--- src/hdl/prf_pkg.sv ---
// ----------------------------------------------------------------------------
// Pulse record framer package
// Item types, frame constants and the CRC-16 byte update.
// ----------------------------------------------------------------------------
package prf_pkg;

  // One input request.
  typedef struct packed {
    logic        frame_start;
    logic [7:0]  pulse_count;
    logic        has_pulse;
    logic [15:0] start_ticks;
    logic [15:0] width_ticks;
    logic        frame_end;
  } in_item_t;

  // One result byte.
  typedef struct packed {
    logic [7:0] frame_byte;
    logic       last_byte;
    logic       frame_done;
  } out_item_t;

  // Classified work for the byte serializer.
  typedef struct packed {
    logic        do_hdr;
    logic [7:0]  count;
    logic        do_pulse;
    logic [15:0] t0;
    logic [15:0] dur;
    logic        do_end;
  } cmd_t;

  localparam int CMD_DEPTH = 2;
  localparam int OUT_DEPTH = 2;

  localparam logic [15:0] CRC_INIT = 16'hFFFF;
  localparam logic [15:0] CRC_POLY = 16'h1021;
  localparam logic [7:0]  SYNC_BYTE = 8'hFF;

  // Byte slots that follow the preamble, counted from its end.
  localparam logic [2:0] OFS_COUNT  = 3'd0;
  localparam logic [2:0] OFS_SYNC   = 3'd1;
  localparam logic [2:0] OFS_T0_LO  = 3'd2;
  localparam logic [2:0] OFS_T0_HI  = 3'd3;
  localparam logic [2:0] OFS_DUR_LO = 3'd4;
  localparam logic [2:0] OFS_DUR_HI = 3'd5;
  localparam logic [2:0] OFS_CRC_LO = 3'd6;
  localparam logic [2:0] OFS_CRC_HI = 3'd7;

  localparam int PRE_TABLE_LEN = 7;
  localparam logic [7:0] PRE_TABLE [PRE_TABLE_LEN] = '{
    8'h45, 8'h43, 8'h48, 8'hF4, 8'h50, 8'h52, 8'h45
  };

  // Preamble byte at a position; positions past the table send zero.
  function automatic logic [7:0] prf_preamble(input logic [7:0] idx);
    logic [7:0] b;
    b = 8'h00;
    if (idx < 8'(PRE_TABLE_LEN)) begin
      b = PRE_TABLE[idx[2:0]];
    end
    return b;
  endfunction

  // CRC-16/CCITT-FALSE over one byte, MSB first.
  function automatic logic [15:0] prf_crc_update(input logic [15:0] crc,
                                                 input logic [7:0]  b);
    logic [15:0] c;
    c = crc ^ {b, 8'h00};
    for (int i = 0; i < 8; i++) begin
      if (c[15]) begin
        c = {c[14:0], 1'b0} ^ CRC_POLY;
      end else begin
        c = {c[14:0], 1'b0};
      end
    end
    return c;
  endfunction

endpackage

--- src/hdl/pulse_record_framer_crc16.sv ---
// ----------------------------------------------------------------------------
// Pulse record framer with CRC-16 trailer
// Turns pulse record requests into the bytes of a framed, CRC-checked stream.
// ----------------------------------------------------------------------------
// Each accepted request produces one output byte per clock unless the output
// queue is full: a frame_start request sends PREAMBLE_LENGTH preamble bytes,
// the pulse count and 0xFF; a pulse request sends start time and duration,
// low byte first (4 bytes); a closing request sends the CRC-16/CCITT-FALSE of
// the frame, low byte first. A request occupies the byte serializer until its
// last byte is sent (4 bytes for a pulse, up to PREAMBLE_LENGTH + 8 for one
// that does everything), and that one-byte-per-cycle serializer sets the rate.
// Pulse and end flags are honored only while a frame is open, counting one
// opened by the same request; frame_start on an open frame restarts it.
// A two-entry queue sits between request classification and the serializer,
// so new requests are taken while earlier ones are still being sent, and a
// two-entry output queue lets the serializer keep going while a byte waits.
// Requests that produce no byte are absorbed without output.
module pulse_record_framer_crc16 import prf_pkg::*; #(
  parameter int PREAMBLE_LENGTH = 7
) (
  input  logic      clk,
  input  logic      rst_n,
  input  logic      in_push,
  input  in_item_t  in_item,
  output logic      in_full,
  input  logic      out_pop,
  output out_item_t out_item,
  output logic      out_empty
);

  logic      cmd_push, cmd_full, cmd_pop, cmd_empty;
  cmd_t      cmd_wr, cmd_rd;
  logic      ob_push, ob_full;
  out_item_t ob_data;

  // Front end: frame tracking and request classification.
  prf_front u_front (
    .clk      (clk),
    .rst_n    (rst_n),
    .in_push  (in_push),
    .in_item  (in_item),
    .in_full  (in_full),
    .cmd_push (cmd_push),
    .cmd_data (cmd_wr),
    .cmd_full (cmd_full)
  );

  // Work queue; the head stays until its last byte is sent.
  prf_fifo #(
    .item_t (cmd_t),
    .DEPTH  (CMD_DEPTH)
  ) u_cmd_q (
    .clk     (clk),
    .rst_n   (rst_n),
    .push    (cmd_push),
    .wr_data (cmd_wr),
    .full    (cmd_full),
    .pop     (cmd_pop),
    .rd_data (cmd_rd),
    .empty   (cmd_empty)
  );

  // Back end: byte sequencing and running CRC.
  prf_back #(
    .PREAMBLE_LENGTH (PREAMBLE_LENGTH)
  ) u_back (
    .clk       (clk),
    .rst_n     (rst_n),
    .cmd       (cmd_rd),
    .cmd_empty (cmd_empty),
    .cmd_pop   (cmd_pop),
    .ob_push   (ob_push),
    .ob_data   (ob_data),
    .ob_full   (ob_full)
  );

  // Output queue presented on the result ports.
  prf_fifo #(
    .item_t (out_item_t),
    .DEPTH  (OUT_DEPTH)
  ) u_out_q (
    .clk     (clk),
    .rst_n   (rst_n),
    .push    (ob_push),
    .wr_data (ob_data),
    .full    (ob_full),
    .pop     (out_pop),
    .rd_data (out_item),
    .empty   (out_empty)
  );

endmodule

--- src/hdl/prf_fifo.sv ---
// ----------------------------------------------------------------------------
// Pulse record framer queue
// Small register queue used between the framer stages and at the output.
// ----------------------------------------------------------------------------
module prf_fifo #(
  parameter type item_t = logic,
  parameter int  DEPTH  = 2
) (
  input  logic  clk,
  input  logic  rst_n,
  input  logic  push,
  input  item_t wr_data,
  output logic  full,
  input  logic  pop,
  output item_t rd_data,
  output logic  empty
);

  localparam int PtrW = (DEPTH > 1) ? $clog2(DEPTH) : 1;
  localparam int CntW = $clog2(DEPTH + 1);

  item_t            mem_r [DEPTH];
  logic [PtrW-1:0]  wr_ptr_r, wr_ptr_nxt;
  logic [PtrW-1:0]  rd_ptr_r, rd_ptr_nxt;
  logic [CntW-1:0]  cnt_r, cnt_nxt;
  logic             wr_en, rd_en;

  assign full    = (cnt_r == CntW'(DEPTH));
  assign empty   = (cnt_r == '0);
  assign wr_en   = push && !full;
  assign rd_en   = pop && !empty;
  assign rd_data = mem_r[rd_ptr_r];

  always_comb begin
    wr_ptr_nxt = wr_ptr_r;
    rd_ptr_nxt = rd_ptr_r;
    cnt_nxt    = cnt_r;
    if (wr_en) begin
      wr_ptr_nxt = (wr_ptr_r == PtrW'(DEPTH - 1)) ? '0 : wr_ptr_r + 1'b1;
    end
    if (rd_en) begin
      rd_ptr_nxt = (rd_ptr_r == PtrW'(DEPTH - 1)) ? '0 : rd_ptr_r + 1'b1;
    end
    if (wr_en && !rd_en) begin
      cnt_nxt = cnt_r + 1'b1;
    end else if (rd_en && !wr_en) begin
      cnt_nxt = cnt_r - 1'b1;
    end
  end

  always_ff @(posedge clk) begin
    if (!rst_n) begin
      wr_ptr_r <= '0;
      rd_ptr_r <= '0;
      cnt_r    <= '0;
    end else begin
      wr_ptr_r <= wr_ptr_nxt;
      rd_ptr_r <= rd_ptr_nxt;
      cnt_r    <= cnt_nxt;
    end
  end

  always_ff @(posedge clk) begin
    if (wr_en) begin
      mem_r[wr_ptr_r] <= wr_data;
    end
  end

endmodule

--- src/hdl/prf_front.sv ---
// ----------------------------------------------------------------------------
// Pulse record framer front end
// Accepts requests, tracks whether a frame is open and queues the work.
// ----------------------------------------------------------------------------
module prf_front import prf_pkg::*; (
  input  logic      clk,
  input  logic      rst_n,
  input  logic      in_push,
  input  in_item_t  in_item,
  output logic      in_full,
  output logic      cmd_push,
  output cmd_t      cmd_data,
  input  logic      cmd_full
);

  logic frame_open_r, frame_open_nxt;
  logic open_eff;
  logic accept;

  // A request with frame_start opens the frame before its pulse and end parts.
  assign open_eff = frame_open_r || in_item.frame_start;
  assign in_full  = cmd_full;
  assign accept   = in_push && !cmd_full;

  always_comb begin
    cmd_data.do_hdr   = in_item.frame_start;
    cmd_data.count    = in_item.pulse_count;
    cmd_data.do_pulse = open_eff && in_item.has_pulse;
    cmd_data.t0       = in_item.start_ticks;
    cmd_data.dur      = in_item.width_ticks;
    cmd_data.do_end   = open_eff && in_item.frame_end;
  end

  // Requests that produce no byte never reach the serializer.
  assign cmd_push = accept && (cmd_data.do_hdr || cmd_data.do_pulse || cmd_data.do_end);

  always_comb begin
    frame_open_nxt = frame_open_r;
    if (accept) begin
      frame_open_nxt = cmd_data.do_end ? 1'b0 : open_eff;
    end
  end

  always_ff @(posedge clk) begin
    if (!rst_n) begin
      frame_open_r <= 1'b0;
    end else begin
      frame_open_r <= frame_open_nxt;
    end
  end

endmodule

--- src/hdl/prf_back.sv ---
// ----------------------------------------------------------------------------
// Pulse record framer back end
// Serializes queued work into frame bytes and keeps the running CRC.
// ----------------------------------------------------------------------------
module prf_back import prf_pkg::*; #(
  parameter int PREAMBLE_LENGTH = 7
) (
  input  logic      clk,
  input  logic      rst_n,
  input  cmd_t      cmd,
  input  logic      cmd_empty,
  output logic      cmd_pop,
  output logic      ob_push,
  output out_item_t ob_data,
  input  logic      ob_full
);

  localparam int PosW = $clog2(PREAMBLE_LENGTH + 8);
  localparam logic [PosW-1:0] PrePos   = PosW'(PREAMBLE_LENGTH);
  localparam logic [PosW-1:0] PulsePos = PosW'(PREAMBLE_LENGTH + 2);
  localparam logic [PosW-1:0] CrcPos   = PosW'(PREAMBLE_LENGTH + 6);

  logic [PosW-1:0] pos_r, pos_nxt;
  logic [PosW-1:0] pos_cur, start_pos;
  logic            first_r, first_nxt;
  logic [15:0]     crc_r, crc_nxt, crc_base;
  logic            fire, in_pre, done, is_data;
  logic [2:0]      ofs;
  logic [7:0]      byte_val;

  assign fire      = !cmd_empty && !ob_full;
  assign start_pos = cmd.do_hdr ? '0 : (cmd.do_pulse ? PulsePos : CrcPos);
  assign pos_cur   = first_r ? start_pos : pos_r;
  assign in_pre    = (pos_cur < PrePos);
  assign ofs       = 3'(pos_cur - PrePos);
  // A new header restarts the CRC at its first preamble byte.
  assign crc_base  = (cmd.do_hdr && pos_cur == '0) ? CRC_INIT : crc_r;

  always_comb begin
    byte_val = 8'h00;
    done     = 1'b0;
    is_data  = 1'b1;
    pos_nxt  = pos_cur + 1'b1;
    if (in_pre) begin
      byte_val = prf_preamble(8'(pos_cur));
    end else begin
      case (ofs)
        OFS_COUNT:  byte_val = cmd.count;
        OFS_SYNC: begin
          byte_val = SYNC_BYTE;
          if (!cmd.do_pulse) begin
            pos_nxt = CrcPos;
            done    = !cmd.do_end;
          end
        end
        OFS_T0_LO:  byte_val = cmd.t0[7:0];
        OFS_T0_HI:  byte_val = cmd.t0[15:8];
        OFS_DUR_LO: byte_val = cmd.dur[7:0];
        OFS_DUR_HI: begin
          byte_val = cmd.dur[15:8];
          done     = !cmd.do_end;
        end
        OFS_CRC_LO: begin
          byte_val = crc_r[7:0];
          is_data  = 1'b0;
        end
        OFS_CRC_HI: begin
          byte_val = crc_r[15:8];
          is_data  = 1'b0;
          done     = 1'b1;
        end
        default: byte_val = 8'h00;
      endcase
    end
  end

  always_comb begin
    crc_nxt   = crc_r;
    first_nxt = first_r;
    if (fire) begin
      first_nxt = done;
      if (is_data) begin
        crc_nxt = prf_crc_update(crc_base, byte_val);
      end else if (done) begin
        crc_nxt = CRC_INIT;
      end
    end
  end

  assign cmd_pop            = fire && done;
  assign ob_push            = fire;
  assign ob_data.frame_byte = byte_val;
  assign ob_data.last_byte  = done;
  assign ob_data.frame_done = !in_pre && (ofs == OFS_CRC_HI);

  always_ff @(posedge clk) begin
    if (!rst_n) begin
      pos_r   <= '0;
      first_r <= 1'b1;
      crc_r   <= CRC_INIT;
    end else begin
      if (fire) begin
        pos_r <= pos_nxt;
      end
      first_r <= first_nxt;
      crc_r   <= crc_nxt;
    end
  end

endmodule

--- config.mk ---
export PLATFORM = sky130hd
export DESIGN_NAME = pulse_record_framer_crc16
export DESIGN_NICKNAME = d
export VERILOG_FILES = /design/src/hdl/prf_pkg.sv /design/src/hdl/pulse_record_framer_crc16.sv /design/src/hdl/prf_fifo.sv /design/src/hdl/prf_front.sv /design/src/hdl/prf_back.sv
export SDC_FILE = /design/constraint.sdc
export NUM_CORES = 1
export LEC_CHECK = 0
export ABC_CLOCK_PERIOD_IN_PS = 7900
export BUFFER_PORTS_ARGS = -buffer_cell sky130_fd_sc_hd__buf_2
export CAP_MARGIN = 20
export CORE_MARGIN = 2
export CORE_UTILIZATION = 60
export CTS_CLUSTER_SIZE = 20
export DETAILED_ROUTE_END_ITERATION = 10
export GPL_TIMING_DRIVEN = 0
export PLACE_DENSITY_LB_ADDON = 0.08
export SYNTH_ARGS = -nofsm -noshare
export SYNTH_HDL_FRONTEND = slang
export SYNTH_HIERARCHICAL = 1
export SYNTH_SLANG_ARGS = --single-unit
--- constraint.sdc ---
create_clock -name clk -period 7.9 [get_ports clk]
set_clock_uncertainty 0.1 [all_clocks]
set_input_delay 0 -clock clk [delete_from_list [all_inputs] [get_ports clk]]
set_output_delay 0 -clock clk [all_outputs]
set_load 0.01 [all_outputs]
==> impl_metrics.py <==
metrics = {
    "outcome": {
        "status": "complete, no violations",
    },
    "final_layout": {
        "final_nets": 680,
        "area.sequential_um2": 3820,
        "multiInputGateArea_um2": 2520,
        "final.fill_count": 766,
        "antennaDiodeCount": 0,
        "layout.cells.most_common_list": "106 x sky130_fd_sc_hd__edfxtp_1, 61 x sky130_fd_sc_hd__mux2_2, 47 x sky130_fd_sc_hd__buf_4",
        "syn_to_final_growth_pct": 20.5,
        "leading_cell_type_in_the_layout_fill_and_taps_excluded": "sky130_fd_sc_hd__edfxtp_1",
        "layout.core_utilization": 0.732,
        "layout-drive-gt1-share": 0.304,
        "fin_area_um2": 8290,
    },
    "yosys": {
        "yosys.area_share.adder": 0.0200,
        "netlist-cell-type-count": 78,
        "ys.warnings.count": 6,
        "postSynthCellCount": 535,
        "synthSimpleGateAreaFrac": 0.0915,
        "ys_async_sr_fraction": 0,
        "post_synth_net_total": 593,
        "post_synth_edffs": 106,
        "postSynth.topFlopCell": "sky130_fd_sc_hd__edfxtp_1",
        "synth-seq-cells": 138,
        "synth_xor_area_frac": 0.0369,
        "combinational_family_with_the_most_area_after_synthesis": "compound AO/OA/AOI/OAI gates",
        "synth.area.mux_share": 0.104,
        "synth_seq_area_share": 0.556,
        "post_synth_instance_area_um2": 6880,
        "synthesis.area_per_instance_um2": 12.9,
        "synth_compound_gate_area_share": 0.113,
    },
    "global_routing": {
        "grt_start_max_net_pins": 37,
        "number_of_antenna_violations_at_the_first_check_in_global_routing": 0,
        "gr-usage-met3": 0.0487,
        "globalRoute.busiestLayer": "met2",
        "grt_overflow": 0,
        "use_met1": 0.330,
        "wire_length_of_the_first_global_routing_pass_um": 24400,
        "globalRouteMet2Util": 0.442,
        "grt_use_total": 0.262,
        "first_global_vias": 4647,
    },
    "sta": {
        "finalHoldViolCount": 0,
        "rsz0062_at_grt": "no",
        "fin_crit_sh": 0.650,
        "timing.final.max_slew_violations": 0,
        "max_freq_ghz": 0.195,
        "post-route-worst-setup-slack_ps": 2770,
        "finalWorstPathRequiredPeriod_ps": 5130,
        "slew_headroom": 0.427,
        "timing.setup.tns_ps": 0,
        "setup-violations-final": 0,
        "tightestPinTransition_ps": 856,
    },
    "setup_path": {
        "worst-setup-path-type": "reg2reg",
        "timing.critical_path.from_type": "register",
        "path_cells": "buf_2 -> buf_4 -> mux2_2 -> nand2_1 -> o21ai_0 -> inv_1 -> ha_1 -> ha_1 -> buf_2 -> buf_2 -> mux2_2 -> a222oi_1 -> a311o_1 -> nand4_2 -> xnor2_1 -> xnor2_1 -> o22a_1",
        "timing.critical_path.fanout_max": 10,
        "critPathBufInv": 5,
        "critPathCaptureType": "register",
        "crit_top_cell": "sky130_fd_sc_hd__buf_2",
        "req_time_crit_path_ps": 8110,
        "cp_top_family": "compound AO/OA/AOI/OAI gates",
        "slowest_delay_ps": 600,
        "timing.critical_path.arrival_ps": 5340,
        "slowest_stage": "sky130_fd_sc_hd__a222oi_1",
    },
    "power": {
        "p_leak_nw": 3.08,
        "share_clk_of_total_power": 0.307,
        "power_frac_comb": 0.333,
        "internal-power_mw": 1.83,
        "net-switching-power_mw": 0.812,
        "p_per_area_nw_per_um2": 319,
        "vdd_ir_drop_max_mv": 0.197,
        "power.share.sequential": 0.361,
        "switching_share": 0.307,
    },
    "drt": {
        "ant_nets": 0,
        "routed_wl_um": 15300,
        "num_vias": 4537,
        "drt-initial-drc-count": 305,
        "routedWlPerCell_um": 19.6,
        "dr.pass1.iters": 5,
        "via_per_inst": 5.84,
        "drcViolationCount": 0,
    },
    "cts": {
        "cts-root-to-sink-buffers": 2,
        "clk_latency_ps": 420,
        "cts-htree-levels": 4,
        "cts_tree": "done",
        "clk_pin_slew_worst_paths_ps": 60,
        "total_clock_sinks": 138,
        "cts_buffers": 17,
        "cts-root-buf": "sky130_fd_sc_hd__clkbuf_16",
        "cts_repair_resize_count": 0,
    },
    "placed_design": {
        "gp_routability_congestion": 0.891,
        "dp_hpwl_um": 10500,
        "dpl_worst_slack_ps": 2860,
        "io_buffers": 18,
        "placedInstanceArea_um2": 7220,
    },
    "die": {
        "floorplan.core_area_um2": 11300,
        "ios": 59,
        "floorplan.initialDensity": 0.608,
        "placement_rows": 39,
        "die-width_um": 111,
        "height_of_the_die_um": 111,
        "dieArea_um2": 12300,
    },
    "min_path": {
        "min_path_type": "in2reg",
    },
    "flow_run": {
        "maxCapViolations": 0,
    },
}
## per-stage QoR
| step | hold WS (ps) | instances | power (mW) |
|---|---|---|---|
| global placement | 84.4 | 696 | 1.78 |
| detailed placement | 87.6 | 700 | 1.81 |
| CTS | 37.1 | 777 | 2.65 |
| finish | 67.8 | 777 | 2.64 |
| global route | 155 | 777 | 2.77 |
| floorplan | 17.6 | 535 | 1.61 |
## repair_timing
action | CTS | global route
hold buffers | 46 | 0
endpoints found under the hold margin | 100 | 0
setup buffers | 0 | 0
## Yosys cell counts (5+ instances only)
cell | instances | area, um2
sky130_fd_sc_hd__a21oi_1 | 9 | 45.0
sky130_fd_sc_hd__a22oi_1 | 6 | 45.0
sky130_fd_sc_hd__and2_1 | 8 | 50.1
sky130_fd_sc_hd__buf_2 | 6 | 30.0
sky130_fd_sc_hd__buf_4 | 47 | 353
sky130_fd_sc_hd__clkbuf_1 | 5 | 18.8
sky130_fd_sc_hd__dfxtp_1 | 32 | 641
sky130_fd_sc_hd__edfxtp_1 | 106 | 3180
sky130_fd_sc_hd__ha_1 | 11 | 138
sky130_fd_sc_hd__inv_1 | 14 | 52.6
sky130_fd_sc_hd__mux2_2 | 61 | 687
sky130_fd_sc_hd__nand2_1 | 29 | 109
sky130_fd_sc_hd__nand2b_1 | 8 | 50.1
sky130_fd_sc_hd__nand3_1 | 6 | 30.0
sky130_fd_sc_hd__nand4_1 | 5 | 31.3
sky130_fd_sc_hd__nor2_1 | 27 | 101
sky130_fd_sc_hd__nor3_1 | 6 | 30.0
sky130_fd_sc_hd__o21ai_0 | 16 | 80.1
sky130_fd_sc_hd__o22a_1 | 9 | 78.8
sky130_fd_sc_hd__o22ai_1 | 8 | 50.1
sky130_fd_sc_hd__xnor2_1 | 13 | 114
sky130_fd_sc_hd__xor2_1 | 8 | 70.1
## area by class of cell
type	instances	area share
Buffer	65	0.0581
Clock buffer	18	0.0518
Clock inverter	13	0.0214
Inverter	16	0.00725
Multi-Input combinational cell	316	0.304
Sequential cell	138	0.461
Tap cell	143	0.0216
Timing Repair Buffer	68	0.0743
## logic make-up after synthesis
kind of cell    after synthesis
simple gates                117
mux                          64
compound gates              100
xor+xnor                     24
buf+inv                      81
flops                       138
fa+ha+maj                    11
## power by group through the flow
stage	Clock [mW]	Sequential [mW]	Combinational [mW]
after floorplan	0	0.951	0.658
after global placement	0	0.963	0.821
after detailed placement	0	0.967	0.847
after CTS	0.825	0.953	0.872
after global routing	0.853	0.964	0.950
final	0.811	0.954	0.880
## layer usage
metal / routed length [um] / share of wire
met3: 649 / 0.043
met2: 7760 / 0.51
met4: 359 / 0.024
met5: 0 / 0
met1: 6490 / 0.43
## path summary, 6_finish.rpt
kind	slack, ps	cells after the start	end	from
worst max-delay path	2770	17	u_back/crc_r[6]	register
worst min-delay path	70	5	u_cmd_q/wr_ptr_r	in_push
worst max register to register	2770	17	u_back/crc_r[6]	register
worst min register to register	410	2	u_out_q/rd_ptr_r	u_out_q/rd_ptr_r
## worst min-delay path, delay by kind of cell
kind	cells	cell delay (ps)
AOI/OAI and AO/OA	3	360
and+or+nand+nor	1	90
buffers and inverters	1	100
## state kept, by name, summed over array words and instances (netlist names), named ones only
| signal | flops |
|---|---|
| u_back/pos_r | 4 |
| u_out_q/rd_ptr_r | 1 |
| u_cmd_q/wr_ptr_r | 1 |
| u_cmd_q/cnt_r | 2 |
| u_front/frame_open_r | 1 |
| u_cmd_q/mem_r | 86 |
| u_back/crc_r | 16 |
| u_out_q/cnt_r | 2 |
| u_out_q/wr_ptr_r | 1 |
| u_back/first_r | 1 |
| u_cmd_q/rd_ptr_r | 1 |
| u_out_q/mem_r | 20 |
(Power assumes the default switching activity.)
